==> src/pfwd_pkg.sv <==
// Package: constants, types and the result kind codes for the work dispatcher.
package pfwd_pkg;

    localparam int WORKERS    = 8;
    localparam int TASK_SLOTS = 128;
    localparam int WID_W      = 6;
    localparam int TID_W      = 7;
    localparam int CNT_W      = 31;
    localparam int WIDX_W     = (WORKERS > 1) ? $clog2(WORKERS) : 1;
    localparam int SIDX_W     = (TASK_SLOTS > 1) ? $clog2(TASK_SLOTS) : 1;

    typedef enum logic [1:0] {
        ACT_ENQUEUE = 2'd0,
        ACT_DONE    = 2'd1,
        ACT_POLL    = 2'd2,
        ACT_NONE    = 2'd3
    } action_t;

    typedef enum logic [1:0] {
        KIND_INLINE = 2'd0,
        KIND_SLICE  = 2'd1,
        KIND_HANDLE = 2'd2,
        KIND_FINISH = 2'd3
    } kind_t;

    typedef enum logic [3:0] {
        ST_IDLE,
        ST_DIV1,
        ST_CLAIM,
        ST_SLOT,
        ST_SLOT_CHK,
        ST_DIV2,
        ST_EMIT,
        ST_HANDLE,
        ST_INLINE,
        ST_DONE_RD,
        ST_DONE_WR,
        ST_POLL_RD,
        ST_POLL_WR
    } state_t;

    // Divider control beat
    typedef struct packed {
        logic             start;
        logic [CNT_W-1:0] dividend;
        logic [CNT_W-1:0] divisor;
    } div_req_t;

endpackage

==> src/parallel_for_work_dispatcher.sv <==
// Top level: sequencer, worker and slot state of the work dispatcher.
//   channel   direction  handshake             payload
//   command   in         start & !busy         action item_count min_range worker_id task_id
//   result    out        result_valid strobe   kind worker_index slice_start slice_end
//                                              task_handle task_done last
//   config    in         cfg_we                cfg_wdata (active_workers)
// An enqueue keeps busy high through two passes of the shared divider, a worker scan of
// one worker a cycle (up to 8), a slot scan of one slot a cycle (up to 128), the slices
// and the handle; a full slot table runs inline instead. A disabled pool or an empty
// job runs inline with no divider pass; a worker-done and a finish poll each wait on the
// registered read of the slot count memory.
// Results leave at most one per cycle; the receiver cannot stall them.
// Reset clears busy bits, in-use bits and the register to 8; slot counts are
// rewritten at each claim, so no clearing pass is needed.
module parallel_for_work_dispatcher
(
    input  logic        clk,
    input  logic        rst_n,
    input  logic        start,
    output logic        busy,
    input  logic [1:0]  action,
    input  logic [30:0] item_count,
    input  logic [30:0] min_range,
    input  logic [5:0]  worker_id,
    input  logic [6:0]  task_id,
    input  logic        cfg_we,
    input  logic [6:0]  cfg_wdata,
    output logic        result_valid,
    output logic [1:0]  kind,
    output logic [5:0]  worker_index,
    output logic [30:0] slice_start,
    output logic [30:0] slice_end,
    output logic [6:0]  task_handle,
    output logic        task_done,
    output logic        last
);
    import pfwd_pkg::*;

    localparam int N_W = WIDX_W + 1;

    state_t              state_reg, state_next;
    logic [6:0]          active_reg;
    logic [WORKERS-1:0]  wbusy_reg, wbusy_next;
    logic [TID_W-1:0]    wtask_reg [WORKERS];
    logic [TASK_SLOTS-1:0] used_reg, used_next;
    logic [CNT_W-1:0]    items_reg, minr_reg;
    logic [WID_W-1:0]    wid_reg;
    logic [TID_W-1:0]    tid_reg;
    logic [N_W-1:0]      n_eff;
    logic [N_W-1:0]      wanted_reg, wanted_next;
    logic [N_W-1:0]      claimed_reg, claimed_next;
    logic [WORKERS-1:0]  picked_reg, picked_next;
    logic [N_W-1:0]      scan_reg, scan_next;
    logic [SIDX_W:0]     sscan_reg, sscan_next;
    logic [SIDX_W-1:0]   slot_reg, slot_next;
    logic [CNT_W-1:0]    per_reg, per_next;
    logic [CNT_W-1:0]    pos_reg, pos_next;
    logic [N_W-1:0]      emitted_reg, emitted_next;
    div_req_t            dreq;
    logic                dbusy;
    logic [CNT_W-1:0]    quo;
    logic                ram_we;
    logic [SIDX_W-1:0]   ram_waddr, ram_raddr;
    logic [6:0]          ram_wdata, ram_rdata;
    logic                accept;
    logic                dwork;

    // Output beat registers
    logic        rv_reg, rv_next;
    logic [1:0]  kind_reg, kind_next;
    logic [5:0]  widx_reg, widx_next;
    logic [30:0] st_reg, st_next, en_reg, en_next;
    logic [6:0]  th_reg, th_next;
    logic        dn_reg, dn_next, last_reg, last_next;

    assign accept = start && (state_reg == ST_IDLE);
    assign busy   = (state_reg != ST_IDLE);
    assign n_eff  = (active_reg > 7'(WORKERS)) ? N_W'(WORKERS) : N_W'(active_reg);
    assign dwork  = (wid_reg < WID_W'(WORKERS)) && wbusy_reg[wid_reg[WIDX_W-1:0]];

    pfwd_div u_div (.clk(clk), .rst_n(rst_n), .req(dreq), .busy(dbusy), .quotient(quo));

    pfwd_slot_ram u_ram (.clk(clk), .we(ram_we), .waddr(ram_waddr), .wdata(ram_wdata),
                         .raddr(ram_raddr), .rdata(ram_rdata));

    // Next state
    always_comb
    begin
        state_next = state_reg;
        case (state_reg)
            ST_IDLE:
                if (start)
                begin
                    case (action_t'(action))
                        ACT_ENQUEUE:
                            if (n_eff <= N_W'(1) || item_count == '0)
                                state_next = ST_INLINE;
                            else
                                state_next = ST_DIV1;
                        ACT_DONE: state_next = ST_DONE_RD;
                        ACT_POLL: state_next = ST_POLL_RD;
                        default:  state_next = ST_IDLE;
                    endcase
                end
            ST_DIV1:     if (!dbusy) state_next = ST_CLAIM;
            ST_CLAIM:
                if (scan_reg >= n_eff || claimed_reg >= wanted_reg)
                    state_next = (claimed_reg == '0) ? ST_INLINE : ST_SLOT;
            ST_SLOT:
                if (sscan_reg >= (SIDX_W+1)'(TASK_SLOTS))
                    state_next = ST_INLINE;
                else if (!used_reg[sscan_reg[SIDX_W-1:0]])
                    state_next = ST_SLOT_CHK;
            ST_SLOT_CHK: state_next = ST_DIV2;
            ST_DIV2:     if (!dbusy) state_next = ST_EMIT;
            ST_EMIT:     if (emitted_next == claimed_reg) state_next = ST_HANDLE;
            ST_HANDLE:   state_next = ST_IDLE;
            ST_INLINE:   state_next = ST_IDLE;
            ST_DONE_RD:  state_next = ST_DONE_WR;
            ST_DONE_WR:  state_next = ST_IDLE;
            ST_POLL_RD:  state_next = ST_POLL_WR;
            ST_POLL_WR:  state_next = ST_IDLE;
            default:     state_next = ST_IDLE;
        endcase
    end

    // Datapath and outputs per state
    always_comb
    begin
        wbusy_next   = wbusy_reg;
        used_next    = used_reg;
        wanted_next  = wanted_reg;
        claimed_next = claimed_reg;
        picked_next  = picked_reg;
        scan_next    = scan_reg;
        sscan_next   = sscan_reg;
        slot_next    = slot_reg;
        per_next     = per_reg;
        pos_next     = pos_reg;
        emitted_next = emitted_reg;
        dreq         = '0;
        ram_we       = 1'b0;
        ram_waddr    = slot_reg;
        ram_wdata    = 7'(claimed_reg);
        ram_raddr    = slot_reg;
        rv_next      = 1'b0;
        kind_next    = KIND_INLINE;
        widx_next    = '0;
        st_next      = '0;
        en_next      = '0;
        th_next      = '0;
        dn_next      = 1'b0;
        last_next    = 1'b0;
        case (state_reg)
            ST_IDLE:
            begin
                scan_next    = '0;
                sscan_next   = '0;
                claimed_next = '0;
                picked_next  = '0;
                emitted_next = '0;
                pos_next     = '0;
                // Start items/min_range; no cap gives quotient of all ones
                dreq.start    = accept && action_t'(action) == ACT_ENQUEUE;
                dreq.dividend = item_count;
                dreq.divisor  = min_range;
            end
            ST_DIV1:
                if (!dbusy)
                begin
                    wanted_next = n_eff;
                    if (minr_reg != '0 && CNT_W'(wanted_next) > quo)
                        wanted_next = N_W'(quo);
                    if (CNT_W'(wanted_next) > items_reg)
                        wanted_next = N_W'(items_reg);
                    if (wanted_next == '0)
                        wanted_next = N_W'(1);
                end
            ST_CLAIM:
                // Scan one worker a cycle, claiming it if idle
                if (!(scan_reg >= n_eff || claimed_reg >= wanted_reg))
                begin
                    if (!wbusy_reg[scan_reg[WIDX_W-1:0]])
                    begin
                        wbusy_next[scan_reg[WIDX_W-1:0]]  = 1'b1;
                        picked_next[scan_reg[WIDX_W-1:0]] = 1'b1;
                        claimed_next = claimed_reg + 1'b1;
                    end
                    scan_next = scan_reg + 1'b1;
                end
            ST_SLOT:
                if (sscan_reg >= (SIDX_W+1)'(TASK_SLOTS))
                    wbusy_next = wbusy_reg & ~picked_reg;
                else if (!used_reg[sscan_reg[SIDX_W-1:0]])
                    slot_next = sscan_reg[SIDX_W-1:0];
                else
                    sscan_next = sscan_reg + 1'b1;
            ST_SLOT_CHK:
            begin
                used_next[slot_reg] = 1'b1;
                ram_we        = 1'b1;
                dreq.start    = 1'b1;
                dreq.dividend = items_reg;
                dreq.divisor  = CNT_W'(claimed_reg);
                scan_next     = '0;
            end
            ST_DIV2:
                if (!dbusy)
                    per_next = quo;
            ST_EMIT:
            begin
                // Walk workers in order, one slice a cycle for each picked worker
                if (picked_reg[scan_reg[WIDX_W-1:0]])
                begin
                    rv_next      = 1'b1;
                    kind_next    = KIND_SLICE;
                    widx_next    = WID_W'(scan_reg);
                    st_next      = pos_reg;
                    en_next      = (emitted_reg + 1'b1 == claimed_reg) ? items_reg
                                                                    : pos_reg + per_reg;
                    th_next      = TID_W'(slot_reg);
                    pos_next     = en_next;
                    emitted_next = emitted_reg + 1'b1;
                end
                scan_next = scan_reg + 1'b1;
            end
            ST_HANDLE:
            begin
                rv_next   = 1'b1;
                kind_next = KIND_HANDLE;
                th_next   = TID_W'(slot_reg);
                last_next = 1'b1;
            end
            ST_INLINE:
            begin
                rv_next   = 1'b1;
                kind_next = KIND_INLINE;
                en_next   = items_reg;
                last_next = 1'b1;
            end
            ST_DONE_RD:
                ram_raddr = SIDX_W'(wtask_reg[wid_reg[WIDX_W-1:0]]);
            ST_DONE_WR:
            begin
                ram_waddr = SIDX_W'(wtask_reg[wid_reg[WIDX_W-1:0]]);
                ram_wdata = (ram_rdata != '0) ? ram_rdata - 1'b1 : ram_rdata;
                if (dwork)
                begin
                    ram_we = 1'b1;
                    wbusy_next[wid_reg[WIDX_W-1:0]] = 1'b0;
                end
            end
            ST_POLL_RD:
                ram_raddr = SIDX_W'(tid_reg);
            ST_POLL_WR:
            begin
                rv_next   = 1'b1;
                kind_next = KIND_FINISH;
                th_next   = tid_reg;
                last_next = 1'b1;
                dn_next   = 1'b1;
                if (used_reg[SIDX_W'(tid_reg)])
                begin
                    if (ram_rdata == '0)
                        used_next[SIDX_W'(tid_reg)] = 1'b0;
                    else
                        dn_next = 1'b0;
                end
            end
            default: ;
        endcase
    end

    // Control state
    always_ff @(posedge clk or negedge rst_n)
    begin
        if (!rst_n)
        begin
            state_reg  <= ST_IDLE;
            active_reg <= 7'd8;
            wbusy_reg  <= '0;
            used_reg   <= '0;
            rv_reg     <= 1'b0;
        end
        else
        begin
            state_reg <= state_next;
            if (cfg_we)
                active_reg <= cfg_wdata;
            wbusy_reg <= wbusy_next;
            used_reg  <= used_next;
            rv_reg    <= rv_next;
        end
    end

    // Payload and scan registers
    always_ff @(posedge clk)
    begin
        if (accept)
        begin
            items_reg <= item_count;
            minr_reg  <= min_range;
            wid_reg   <= worker_id;
            tid_reg   <= task_id;
        end
        if (state_reg == ST_SLOT_CHK)
        begin
            for (int i = 0; i < WORKERS; i++)
                if (picked_reg[i])
                    wtask_reg[i] <= TID_W'(slot_reg);
        end
        wanted_reg  <= wanted_next;
        claimed_reg <= claimed_next;
        picked_reg  <= picked_next;
        scan_reg    <= scan_next;
        sscan_reg   <= sscan_next;
        slot_reg    <= slot_next;
        per_reg     <= per_next;
        pos_reg     <= pos_next;
        emitted_reg <= emitted_next;
        kind_reg    <= kind_next;
        widx_reg    <= widx_next;
        st_reg      <= st_next;
        en_reg      <= en_next;
        th_reg      <= th_next;
        dn_reg      <= dn_next;
        last_reg    <= last_next;
    end

    assign result_valid = rv_reg;
    assign kind         = kind_reg;
    assign worker_index = widx_reg;
    assign slice_start  = st_reg;
    assign slice_end    = en_reg;
    assign task_handle  = th_reg;
    assign task_done    = dn_reg;
    assign last         = last_reg;

endmodule

==> src/pfwd_div.sv <==
// Shared restoring divider: one quotient bit per cycle.
module pfwd_div
(
    input  logic                   clk,
    input  logic                   rst_n,
    input  pfwd_pkg::div_req_t     req,
    output logic                   busy,
    output logic [30:0]            quotient
);
    import pfwd_pkg::*;

    localparam int STEP_W = $clog2(CNT_W + 1);

    logic [CNT_W-1:0]  quo_reg, quo_next;
    logic [CNT_W:0]    rem_reg, rem_next;
    logic [CNT_W-1:0]  dvs_reg, dvs_next;
    logic [STEP_W-1:0] cnt_reg, cnt_next;
    logic              busy_reg, busy_next;
    logic [CNT_W:0]    trial;

    // Load on start; then shift in one dividend bit and try to subtract
    always_comb
    begin
        quo_next  = quo_reg;
        rem_next  = rem_reg;
        dvs_next  = dvs_reg;
        cnt_next  = cnt_reg;
        busy_next = busy_reg;
        trial     = '0;
        if (req.start)
        begin
            quo_next  = req.dividend;
            rem_next  = '0;
            dvs_next  = req.divisor;
            cnt_next  = STEP_W'(CNT_W);
            busy_next = 1'b1;
        end
        else if (busy_reg)
        begin
            trial = {rem_reg[CNT_W-1:0], quo_reg[CNT_W-1]};
            if (trial >= {1'b0, dvs_reg})
            begin
                rem_next = trial - {1'b0, dvs_reg};
                quo_next = {quo_reg[CNT_W-2:0], 1'b1};
            end
            else
            begin
                rem_next = trial;
                quo_next = {quo_reg[CNT_W-2:0], 1'b0};
            end
            cnt_next = cnt_reg - 1'b1;
            if (cnt_reg == STEP_W'(1))
                busy_next = 1'b0;
        end
    end

    always_ff @(posedge clk or negedge rst_n)
    begin
        if (!rst_n)
        begin
            busy_reg <= 1'b0;
            cnt_reg  <= '0;
        end
        else
        begin
            busy_reg <= busy_next;
            cnt_reg  <= cnt_next;
        end
    end

    always_ff @(posedge clk)
    begin
        quo_reg <= quo_next;
        rem_reg <= rem_next;
        dvs_reg <= dvs_next;
    end

    assign busy     = busy_reg | req.start;
    assign quotient = quo_reg;

endmodule

==> src/pfwd_slot_ram.sv <==
// Task slot table: outstanding slice count per slot, one port each way.
module pfwd_slot_ram
(
    input  logic                        clk,
    input  logic                        we,
    input  logic [pfwd_pkg::SIDX_W-1:0] waddr,
    input  logic [6:0]                  wdata,
    input  logic [pfwd_pkg::SIDX_W-1:0] raddr,
    output logic [6:0]                  rdata
);
    import pfwd_pkg::*;

    logic [6:0] mem [TASK_SLOTS];
    logic [6:0] rdata_reg;

    // Write and registered read
    always_ff @(posedge clk)
    begin
        if (we)
            mem[waddr] <= wdata;
        rdata_reg <= mem[raddr];
    end

    assign rdata = rdata_reg;

endmodule

==> config.mk <==
export PLATFORM = sky130hd
export DESIGN_NAME = parallel_for_work_dispatcher
export DESIGN_NICKNAME = d
export VERILOG_FILES = /design/src/pfwd_pkg.sv /design/src/parallel_for_work_dispatcher.sv /design/src/pfwd_div.sv /design/src/pfwd_slot_ram.sv
export SDC_FILE = /design/constraint.sdc
export NUM_CORES = 2
export LEC_CHECK = 0
export BUFFER_PORTS_ARGS = -buffer_cell sky130_fd_sc_hd__buf_2
export CAP_MARGIN = 20
export CELL_PAD_IN_SITES_DETAIL_PLACEMENT = 0
export CELL_PAD_IN_SITES_GLOBAL_PLACEMENT = 1
export CORE_ASPECT_RATIO = 0.75
export CORE_MARGIN = 4
export CORE_UTILIZATION = 40
export CTS_CLUSTER_DIAMETER = 40
export CTS_CLUSTER_SIZE = 30
export DETAILED_ROUTE_END_ITERATION = 6
export HOLD_SLACK_MARGIN = 0.12
export PLACE_DENSITY = 0.76
export SETUP_SLACK_MARGIN = 0.2
export SLEW_MARGIN = 10
export SYNTH_ARGS = -nofsm -noshare
export SYNTH_HDL_FRONTEND = slang
export SYNTH_SLANG_ARGS = --single-unit
==> constraint.sdc <==
create_clock -name clk -period 7.6 [get_ports clk]
set_input_delay 1.14 -clock clk [delete_from_list [all_inputs] [get_ports clk]]
set_output_delay 1.14 -clock clk [all_outputs]
set_load 0.05 [all_outputs]
==> out/metrics.csv <==
stage,metric,value,unit
clock_tree,cts_buffers,156,
global_route,track_usage,0.224,
clock_tree,postCtsResizedCells,0,
setup_path,crit_start,state_reg[3]$_DFFE_PN0P_,
setup_path,path_class,flip-flop to flip-flop,
drt,drt-pass1-iter-count,7,
clock_tree,clockBufferDepth,3,
synthesis,synth-seq-area-share,0.579,
clock_tree,post-cts-setup-buffer-count,0,
drt,drc,0,
setup_path,crit_end,u_ram.rdata[2]$_DFF_P_,
global_route,grt_pass1_vias,49926,
final_layout,nets,6222,
setup_path,critical_path_depth,11,
global_route,antenna_found_initial,8,
synthesis,syn_area_per_cell,11.9,µm²
global_route,gr-total-overflow,0,
setup_path,r2r_slack,2.27,ns
floorplan,die_area,0.188,mm²
synthesis,synth.most_common_cell,edfxtp_1,
synthesis,syn_inst,6073,
timing,finalCritPeriodShare,0.701,
timing,fin_setup_tns,0,ns
timing,fin_crit,5.33,ns
setup_path,max_stage_delay,0.77,ns
final_layout,final_cells,8562,
floorplan,ios,169,
setup_path,r2r-end,u_ram.rdata[2]$_DFF_P_,
synthesis,synth_area_leaders,"edfxtp_1 49%, mux2i_1 9.0%, dfrtp_1 5.3%, a21oi_1 3.9%, nand2_1 3.7%",
clock_tree,cts_tree,built,
setup_path,reg2reg_from,state_reg[3]$_DFFE_PN0P_,
setup_path,r2r_cells,11,
global_route,grt_pass1_wl,326000,µm
final_layout,syn_to_final_growth,12.4,%
drt,via_per_inst,6.23,
timing,tightestPinTransition,1.17,ns
synthesis,synth_ff_type,edfxtp_1,
floorplan,coreArea,0.179,mm²
min_path,holdCritPathClass,input port to asynchronous set/reset pin,
setup_path,crit_chain,"nor2b_1, nand2_1, a21oi_1, o21a_4, nand2_4, buf_4, nor3_1, a2111oi_1, nor3_1, nand3_1, and4_1",
floorplan,die_h,377,µm
clock_tree,htreeDepth,4,
clock_tree,cts-root-buf,clkbuf_16,
setup_path,crit_buf_inv,1,
power_and_ir_drop,leakagePower,29.3,nW
flow_run,drv_cap,0,
place,gp_congestion,0.855,
synthesis,syn_area,0.0724,mm²
synthesis,synth_largest_area_cell,edfxtp_1,
synthesis,yosysWarnings,0,
timing,hold_viol_final,0,
timing,skew,0.0596,ns
power_and_ir_drop,ir_worst_vdd,0.000344,V
drt,wl_per_cell,25.5,µm
setup_path,cp_common_cell,nor3_1,
floorplan,initial_core_util,0.405,
synthesis,yosys-top-cells-count,"1186 x edfxtp_1, 715 x nand2_1, 650 x mux2i_1",
timing,post-route-worst-setup-slack,2.27,ns
timing,max_freq,188,MHz
floorplan,row_count,134,
setup_path,endpoint_kind,flip-flop,
clock_tree,clock-sinks,1462,
clock_tree,worstSkewPairLatency,0.82,ns
drt,via_count,53361,
place,io_buffers,166,
final_layout,largest_register_ffs,896,
power_and_ir_drop,p_per_area,342,mW/mm²
synthesis,synthArstFlopShare,0.105,
final_layout,drive_above_1_share,0.122,
timing,drv_slew,0,
place,dp_hpwl,133000,µm
synthesis,synth_seq_cells,1462,
global_route,grt_max_degree,133,
timing,setup_viol,0,
status,status,completed,
synthesis,synth_enable_flop_cells,1186,
timing,rsz0062_at_grt,false,
clock_tree,path_clk_slew,0.08,ns
setup_path,cp-start-kind,flip-flop,
setup_path,cp.arrival,6.04,ns
setup_path,slowest_stage,dfrtp_1,
floorplan,die_width,499,µm
timing,slew_headroom,0.220,
place,preCtsSetupSlack,2.42,ns
clock_tree,cts_hold_buf,0,
drt,initialDrtViolationCount,6671,
synthesis,yosysUniqueCellTypes,87,
drt,drtAntennaViolNets,0,
place,dp.cells,8258,
synthesis,synth_top_area_frac,0.492,
setup_path,path_max_fanout,45,
drt,finalWirelength,218000,µm
setup_path,critPathTopFamily,simple AND/OR/NAND/NOR gates,
setup_path,worstPathRequired,8.31,ns
worst min path at each step:
stage	startpoint	endpoint	cells past startpoint
2_1_floorplan	sscan_reg[4]$_SDFFCE_PN0P_	slot_reg[4]$_DFFE_PP_	0
3_3_place_gp	u_div.quotient[2]$_DFFE_PN_	per_reg[2]$_DFFE_PP_	0
3_5_place_dp	u_div.quotient[2]$_DFFE_PN_	per_reg[2]$_DFFE_PP_	0
4_1_cts	rst_n	u_div.cnt_reg[4]$_DFFE_PN0N_	1
5_1_grt	rst_n	u_div.cnt_reg[4]$_DFFE_PN0N_	1
6_report	rst_n	u_div.cnt_reg[4]$_DFFE_PN0N_	1
stage by stage:
step	util	hold slack, ns	area, µm²	power, W
after floorplan	-	0.421	72400	0.0168
after detailed placement	0.422	0.459	75600	0.0195
final	0.455	0.198	81400	0.0279
after global routing	0.455	0.172	81400	0.0291
after CTS	0.454	0.144	81300	0.0279
after global placement	0.422	0.438	75500	0.0194
kinds of logic (layout without fill, tap and decap cells):
group                    count (synthesis)  in the layout  share of synthesized area
AND/OR/NAND/NOR                       1581           1581                     0.0991
multiplexers                           766            766                      0.122
buffers and inverters                  570            673                     0.0335
XOR/XNOR                                77             77                    0.00931
adder cells (fa/ha/maj)                 91             91                     0.0159
other                                    1              7                  0.0000518
flip-flops                            1462           1462                      0.579
AO/OA/AOI/OAI                         1525           1525                      0.141
layer usage:
layer,track usage,routed length (µm),vias up
met5,0,27,-
met1,0.340,97500,26764
met2,0.323,93700,2744
li1,-,-,23442
met4,0.0676,6290,4
met3,0.0428,20700,407
layout make-up:
cell class | count | area (µm²)
Sequential cell | 1462 | 41900
Fill cell | 15872 | 97500
Antenna cell | 5 | 12.5
Clock inverter | 128 | 1780
Inverter | 92 | 347
Tap cell | 2380 | 2980
Multi-Input combinational cell | 4042 | 28400
Clock buffer | 164 | 3970
Timing Repair Buffer | 289 | 1980
cells in the final DEF, fill, tap and decap left out, types with 89 or more instances in the layout:
cell       instances
mux2i_1          650
clkbuf_16        157
ha_1              89
nor3_1           216
inv_1             90
and2_1            99
dfrtp_1          153
o21ai_0          165
edfxtp_1        1186
buf_4            101
o22ai_1          120
dfxtp_1          122
buf_2            166
a221oi_1          89
o221ai_1         120
nor2_1           256
a21oi_1          559
nand2_1          704
a41oi_1          130
where the power goes:
part | internal, W | leakage, nW | switching, W
clock network | 0.00452 | 2.75 | 0.00384
logic | 0.00291 | 12.8 | 0.00576
registers | 0.0101 | 13.8 | 0.000761
No activity file was read; power rests on OpenSTA's default activity.
